## src/rtl/sms_pkg.sv

```systemverilog
package sms_pkg;

    localparam int MAX_ROWS = 64;
    localparam int MAX_COLS = 64;

    localparam int ROW_W  = (MAX_ROWS > 1) ? $clog2(MAX_ROWS) : 1;
    localparam int COL_W  = (MAX_COLS > 1) ? $clog2(MAX_COLS) : 1;
    localparam int ADDR_W = ROW_W + COL_W;
    localparam int DATA_W = 32;
    localparam int CNT_W  = 7;

    localparam int CFG_IDX_W  = 1;
    localparam int CFG_DATA_W = 7;

    localparam logic [CFG_IDX_W-1:0] CFG_ROWS_USED = 1'b0;
    localparam logic [CFG_IDX_W-1:0] CFG_COLS_USED = 1'b1;

    localparam logic FUNC_LOAD   = 1'b0;
    localparam logic FUNC_SEARCH = 1'b1;

    typedef struct packed {
        logic               func;
        logic [5:0]         row_index;
        logic [5:0]         col_index;
        logic signed [31:0] value;
    } in_item_t;

    typedef struct packed {
        logic       found;
        logic [6:0] hit_row;
        logic [6:0] hit_col;
    } out_item_t;

    typedef struct packed {
        logic [CNT_W-1:0] rows_used;
        logic [CNT_W-1:0] cols_used;
    } cfg_t;

    typedef struct packed {
        logic              we;
        logic [ADDR_W-1:0] waddr;
        logic [DATA_W-1:0] wdata;
        logic              re;
        logic [ADDR_W-1:0] raddr;
    } mem_req_t;

    typedef enum logic [1:0] {
        ST_IDLE,
        ST_WALK,
        ST_DONE
    } walk_state_t;

endpackage

```

## src/rtl/sms_walk.sv

```systemverilog
module sms_walk
    import sms_pkg::*;
(
    input  logic              clk,
    input  logic              rst_n,
    input  logic              in_valid,
    output logic              in_stall,
    input  in_item_t          in_data,
    output logic              out_valid,
    input  logic              out_stall,
    output out_item_t         out_data,
    input  cfg_t              cfg,
    output mem_req_t          mem_req,
    input  logic [DATA_W-1:0] mem_rdata
);

    walk_state_t state_reg, state_next;

    logic [ROW_W-1:0]   row_reg, row_next;
    logic [COL_W-1:0]   col_reg, col_next;
    logic [CNT_W-1:0]   nrows_reg, nrows_next;
    logic signed [31:0] key_reg, key_next;
    out_item_t          res_reg, res_next;
    logic               out_valid_reg, out_valid_next;
    out_item_t          out_data_reg, out_data_next;

    logic [CNT_W-1:0]   nrows_sat;
    logic [CNT_W-1:0]   ncols_sat;
    logic signed [31:0] elem;
    logic [CNT_W-1:0]   row_inc;
    logic               accept;
    logic               out_free;

    assign nrows_sat = (cfg.rows_used > CNT_W'(MAX_ROWS)) ? CNT_W'(MAX_ROWS) : cfg.rows_used;
    assign ncols_sat = (cfg.cols_used > CNT_W'(MAX_COLS)) ? CNT_W'(MAX_COLS) : cfg.cols_used;
    assign elem      = $signed(mem_rdata);
    assign row_inc   = CNT_W'(row_reg) + CNT_W'(1);
    assign accept    = in_valid && (state_reg == ST_IDLE);
    assign out_free  = !out_valid_reg || !out_stall;

    always_comb
    begin
        state_next     = state_reg;
        row_next       = row_reg;
        col_next       = col_reg;
        nrows_next     = nrows_reg;
        key_next       = key_reg;
        res_next       = res_reg;
        out_data_next  = out_data_reg;
        out_valid_next = out_valid_reg && out_stall;
        mem_req        = '0;
        in_stall       = (state_reg != ST_IDLE);

        unique case (state_reg)
            ST_IDLE:
            begin
                if (accept)
                begin
                    if (in_data.func == FUNC_LOAD)
                    begin
                        // loads outside the store are dropped
                        if (int'(in_data.row_index) < MAX_ROWS &&
                            int'(in_data.col_index) < MAX_COLS)
                        begin
                            mem_req.we    = 1'b1;
                            mem_req.waddr = {ROW_W'(in_data.row_index),
                                             COL_W'(in_data.col_index)};
                            mem_req.wdata = in_data.value;
                        end
                    end
                    else
                    begin
                        res_next   = '0;
                        key_next   = in_data.value;
                        nrows_next = nrows_sat;
                        row_next   = '0;
                        col_next   = COL_W'(ncols_sat - CNT_W'(1));
                        if (nrows_sat == '0 || ncols_sat == '0)
                        begin
                            state_next = ST_DONE;
                        end
                        else
                        begin
                            // start at the top-right corner
                            mem_req.re    = 1'b1;
                            mem_req.raddr = {ROW_W'(0), COL_W'(ncols_sat - CNT_W'(1))};
                            state_next    = ST_WALK;
                        end
                    end
                end
            end

            ST_WALK:
            begin
                if (key_reg == elem)
                begin
                    res_next.found   = 1'b1;
                    res_next.hit_row = row_inc;
                    res_next.hit_col = CNT_W'(col_reg) + CNT_W'(1);
                    state_next       = ST_DONE;
                end
                else if (key_reg > elem)
                begin
                    if (row_inc == nrows_reg)
                    begin
                        state_next = ST_DONE;
                    end
                    else
                    begin
                        row_next      = ROW_W'(row_inc);
                        mem_req.re    = 1'b1;
                        mem_req.raddr = {ROW_W'(row_inc), col_reg};
                    end
                end
                else
                begin
                    if (col_reg == '0)
                    begin
                        state_next = ST_DONE;
                    end
                    else
                    begin
                        col_next      = col_reg - COL_W'(1);
                        mem_req.re    = 1'b1;
                        mem_req.raddr = {row_reg, col_reg - COL_W'(1)};
                    end
                end
            end

            ST_DONE:
            begin
                if (out_free)
                begin
                    out_data_next  = res_reg;
                    out_valid_next = 1'b1;
                    state_next     = ST_IDLE;
                end
            end

            default:
            begin
                state_next = ST_IDLE;
            end
        endcase
    end

    always_ff @(posedge clk or negedge rst_n)
    begin
        if (!rst_n)
        begin
            state_reg     <= ST_IDLE;
            out_valid_reg <= 1'b0;
        end
        else
        begin
            state_reg     <= state_next;
            out_valid_reg <= out_valid_next;
        end
    end

    always_ff @(posedge clk)
    begin
        row_reg      <= row_next;
        col_reg      <= col_next;
        nrows_reg    <= nrows_next;
        key_reg      <= key_next;
        res_reg      <= res_next;
        out_data_reg <= out_data_next;
    end

    assign out_valid = out_valid_reg;
    assign out_data  = out_data_reg;

endmodule

```

## config.mk

```make
export PLATFORM = sky130hd
export DESIGN_NAME = sms_walk
export DESIGN_NICKNAME = d
export VERILOG_FILES = /design/src/rtl/sms_pkg.sv /design/src/rtl/sms_walk.sv
export SDC_FILE = /design/constraint.sdc
export NUM_CORES = 1
export LEC_CHECK = 0
export BUFFER_PORTS_ARGS = -buffer_cell sky130_fd_sc_hd__buf_2
export CORE_ASPECT_RATIO = 0.7
export CORE_UTILIZATION = 54
export CTS_CLUSTER_SIZE = 24
export DETAILED_ROUTE_END_ITERATION = 10
export PLACE_DENSITY_LB_ADDON = 0.1
export SETUP_SLACK_MARGIN = 0.15
export SLEW_MARGIN = 25
export SYNTH_ARGS = -nofsm -noshare
export SYNTH_HDL_FRONTEND = slang
export SYNTH_SLANG_ARGS = --single-unit
```

## constraint.sdc

```tcl
create_clock -name clk -period 4.5 [get_ports clk]
set_input_delay 0.225 -clock clk [delete_from_list [all_inputs] [get_ports clk]]
set_output_delay 0.225 -clock clk [all_outputs]
set_load 0.1 [all_outputs]
```

# Yosys cells after proc, flatten, opt, wreduce, memory -nomap -nowiden
# Index checks and enable logic that the tools add are counted.
[totals]
ff_bits = 84
latch_bits = 0
ramBits = 0
romBits = 0
inputBits = 95
out_inout_bits = 75
elab_cells = 91
memories = 0
[op_classes]
n_addsub = 4
multipliers = 0
div = 0
n_lt_le_gt_ge = 3
n_eq_ne = 15
shifts = 0
muxes = 39
bitwise = 0
n_reduce_logical = 18
[ops]
columns = ["operator", "n"]
rows = [
  ["$mux 45", 2],
  ["$mux 13", 6],
  ["$mux 6", 10],
  ["$mux 58", 1],
  ["$mux 15", 3],
  ["$eq 32x32->1", 1],
  ["$gt 32x32->1", 1],
  ["$pmux 15 s2", 1],
  ["$pmux 13 s2", 1],
  ["$pmux 6 s2", 2],
  ["$ne 2x2->1 const B", 9],
  ["$mux 2", 8],
  ["$add 6x1->7 const B", 2],
  ["$gt 7x7->1 const B", 2],
  ["$logic_not 7->1", 2],
  ["$mux 7", 2],
  ["$reduce_and 6->1", 2],
  ["$sub 6x1->6 const B", 2],
  ["$ne 4x4->1 const B", 2],
  ["$eq 7x7->1", 1],
  ["$logic_not 6->1", 1],
  ["$pmux 2 s3", 1],
  ["$reduce_and 5->1", 1],
  ["$reduce_and 4->1", 1],
  ["10 further kinds", 15],
]

# Depth between registers and ports, before layout
[depth]
depth_word = 8
depth_mapped = 10
depth_no_buf = 9

# Least setup slack after synthesis
# No wires, ideal clock.
[synth_timing]
path_kind = "flip-flop to output port"
start = "reg key_reg[14]"
end = "out mem_req[5] in the netlist's numbering"
t_arrival_ns = 3.992
slack_ns = 0.283
stages_incl_launch_ff = 10
n_path_buf = 1
path_cell_list = "edfxtp_1 -> ha_1 -> a21oi_1 -> nand2_1 -> a221o_1 -> o311a_1 -> o22ai_2 -> buf_6 -> mux2i_1 -> o21ai_0"
[synth_rtl]
columns = ["element", "line_no", "rtl"]
rows = [
  ["start: declaration", "sms_walk.sv:22", "logic signed [31:0] key_reg, key_next;"],
  ["start signal: assignment", "sms_walk.sv:166", "key_reg <= key_next;"],
  ["end: declaration", "sms_walk.sv:13", "output mem_req_t mem_req,"],
]

==> impl_results.md <==
* Post-synthesis register bit count at 84
* Hold Crit Start: in_data[20]
* Crit path max fanout at 21
* Post-synth EDFFs at 81
* WL/cell at 15.3 µm
* Met2 usage at 0.438
* CTS Buf Count at 9
* Max FFs per register at 32
* PwrDens at 682 nW/µm²
* Met1 GRT Util at 0.325
* Setup TNS at 0 ns
* DIE AREA at 9340 µm²
* Global-route wire length before repair at 17900 µm
* Slew Limit Fails at 0
* Max VDD drop at 0.470 mV
* H-tree levels at 3
* Tot GR Track Use at 0.256
* CP Capture Type: output port
* Cells along the critical path: ha_1, a21oi_1, o21ai_0, a221o_1, o311a_1, o22ai_2, nand2_1, o221ai_2, buf_2
* # setup viols final at 0
* Worst-margin pin slew at 0.858 ns
* Post-synthesis mux area share at 0.00414
* Slowest cell delay on critical path at 0.66 ns
* Ranking of synthesized cells by area: edfxtp_1 (50%), ha_1 (9.8%), and2_1 (6.1%)
* Worst skew pair latency at 0.33 ns
* Area share of and/or/nand/nor cells after synthesis at 0.202
* Synth Area per Inst at 10.9 µm²
* Post-Syn Area at 4840 µm²
* Post-synthesis sequential area ratio at 0.518
* R2R setup slack at 1.10 ns
* RSZ-0062 raised after global routing: no
* Worst Path Class, Setup: register to output port
* M3 GR Usage at 0.0545
* Yosys top cell by area: edfxtp_1
* Clock skew at 0.00696 ns
* Area share of the largest cell type after synthesis at 0.503
* Mapped Nets at 578
* Drt total wl at 11300 µm
* Synth warnings at 0
* Synth Area in XOR/XNOR at 0.0331
* Hpwl dp at 8920 µm
* Hold Slack at 0.0734 ns
* Number of antenna violations at the first check in global routing at 0
* Placed Cells at 724
* Largest net degree at the start of global routing at 46
* TritonCTS clock tree: yes
* Main combinational cell family by area after synthesis: simple AND/OR/NAND/NOR gates
* Worst-path clk slew at 0.06 ns
* Post-synthesis compound-gate area fraction at 0.0903
* Vias in the first global route at 3750
* MaxCap Viol Count at 0
* Top_reg_cell synth: edfxtp_1
* # diodes at 0
* Starting density of the core at 0.563
* Kind of start point of the critical path: register
* Worst Reg-to-Reg Cells at 8
* Post-synth cell types at 56
* Hold depth at 1
* Hold Path End: key_reg[20]
* Outcome: completed
* Critical Path AT at 3.68 ns
* Synth Instances at 445
* Routability Congestion at 0.886
* Share of cells above drive strength 1 at 0.324
* Clk buf depth at 2
* R2r startpoint: key_reg[7]
* Number of setup buffers added after CTS at 0
* Layout Area Growth over Synthesis at 26.7%
* Worst EP required at 4.28 ns
* Slowest stage cell, crit path: o22ai_2
* Rel. slew slack at 0.428
* Routed via count at 3929
* Die Wd at 115 µm
* Vias per cell at 5.30
* Min-delay worst type: input port to register
* Initial drt markers at 238
* Drt drc at 0
* GRT overflow at 0
* Period utilisation layout at 0.868
* Fin cells at 741
* I/O Buffers at 169
* Core ar. at 8580 µm²
* Post-Synth Adder-Cell Area at 0.100
* Nets@finish at 749
* Lkg Pwr at 2.88 nW
* Final Hold Vio Count at 0
* Drt pass-1 iters at 5
* Num rows at 28
* Layout fillers at 685
* Sink Count at 84
* Die height at 81.2 µm
* R2R Path End: col_reg[1]
* Post-synth ARST share at 0.0357
* F_max at 256 MHz
* Root Buffer Master: clkbuf_16
* Busiest grt layer: met2
* Final ANT Viol Nets at 0
* Final Critical Period at 3.91 ns
* Io pins at 170
==> cell families (layout without fill, tap and decap cells) <==
kind of cell	Yosys count	after routing
adder cells (fa/ha/maj)	39	39
multiplexers	2	2
AO/OA/AOI/OAI	64	64
buffers and inverters	59	235
AND/OR/NAND/NOR	182	182
flip-flops	84	84
XOR/XNOR	15	15
==> cell usage in the layout, fill, tap and decap left out, types with 3 or more instances in the layout <==
cell type,Yosys,layout
nand3_1,19,19
nand2_1,30,30
inv_1,44,44
nor3_1,11,11
xnor2_1,7,7
buf_4,1,5
edfxtp_1,81,81
and2_1,47,47
nor2b_1,9,9
a21o_1,3,3
a211o_1,3,3
and3_1,4,4
or2_2,3,3
nor4_1,3,3
ha_1,38,38
a21oi_1,27,27
xor2_1,6,6
dfrtp_1,3,3
o21ai_0,9,8
clkbuf_16,0,9
nand2b_1,7,7
buf_2,1,169
nor2_1,27,27
nand4_1,7,7
o211ai_1,3,3
==> worst max-delay path, delay by kind of cell, from the launching register on <==
kind                     cells  cell delay [ns]
AO/OA/AOI/OAI                6             1.86
buffers and inverters        1             0.45
flip-flops                   1             0.38
adder cells (fa/ha/maj)      1             0.33
AND/OR/NAND/NOR              1             0.31
==> layer usage <==
| metal | share of wire | routed length, µm | up-vias |
|---|---|---|---|
| met5 | 0 | 0 | - |
| met4 | 0.020 | 221 | 0 |
| met1 | 0.43 | 4870 | 1792 |
| met3 | 0.074 | 840 | 18 |
| met2 | 0.48 | 5380 | 193 |
| li1 | - | - | 1926 |
==> area by class of cell <==
type | count | area [µm²] | share of cell area
Inverter | 44 | 165 | 0.0270
Tap cell | 120 | 150 | 0.0245
Sequential cell | 84 | 2510 | 0.409
Clock inverter | 7 | 100 | 0.0163
Timing Repair Buffer | 175 | 893 | 0.146
Multi-Input combinational cell | 302 | 2080 | 0.340
Clock buffer | 9 | 225 | 0.0368
==> through the flow <==
| stage | utilization | power [mW] | setup WS, ns | instance area, µm² |
|---|---|---|---|---|
| final | 0.714 | 4.18 | 0.595 | 6130 |
| after global routing | 0.714 | 4.36 | 0.341 | 6130 |
| after CTS | 0.714 | 4.19 | 0.622 | 6130 |
| after detailed placement | 0.675 | 3.39 | 0.995 | 5790 |
| after global placement | 0.675 | 3.36 | 1.05 | 5790 |
| after floorplan | - | 2.99 | 0.283 | 4840 |
==> worst max-delay path by stage <==
stage	startpoint	to	slack, ns	cells past startpoint
floorplan	key_reg[14]	mem_req[5]	0.28	9
global placement	mem_rdata[7]	mem_req[2]	1.05	11
detailed placement	key_reg[7]	mem_req[2]	1.0	9
CTS	key_reg[7]	mem_req[2]	0.62	9
global route	key_reg[7]	mem_req[2]	0.34	9
finish	key_reg[7]	mem_req[2]	0.59	9
==> where the power goes <==
group | switching [mW] | internal [mW]
logic | 1.69 | 0.467
registers | 0.128 | 1.10
clock network | 0.301 | 0.490
total | 2.12 | 2.06
==> repair_timing <==
| action | in CTS | in global routing |
|---|---|---|
| hold endpoints to repair | 3 | 0 |
| gates resized for setup | 0 | 0 |
| hold buffers | 1 | 0 |
| setup endpoints to repair | 0 | 0 |
==> cells in the mapped netlist (4+ instances only) <==
| master | instances |
|---|---|
| a21oi_1 | 27 |
| and2_1 | 47 |
| and3_1 | 4 |
| clkbuf_1 | 10 |
| edfxtp_1 | 81 |
| ha_1 | 38 |
| inv_1 | 44 |
| nand2_1 | 30 |
| nand2b_1 | 7 |
| nand3_1 | 19 |
| nand4_1 | 7 |
| nor2_1 | 27 |
| nor2b_1 | 9 |
| nor3_1 | 11 |
| o21ai_0 | 9 |
| xnor2_1 | 7 |
| xor2_1 | 6 |
No activity file was read; power rests on OpenSTA's default activity.
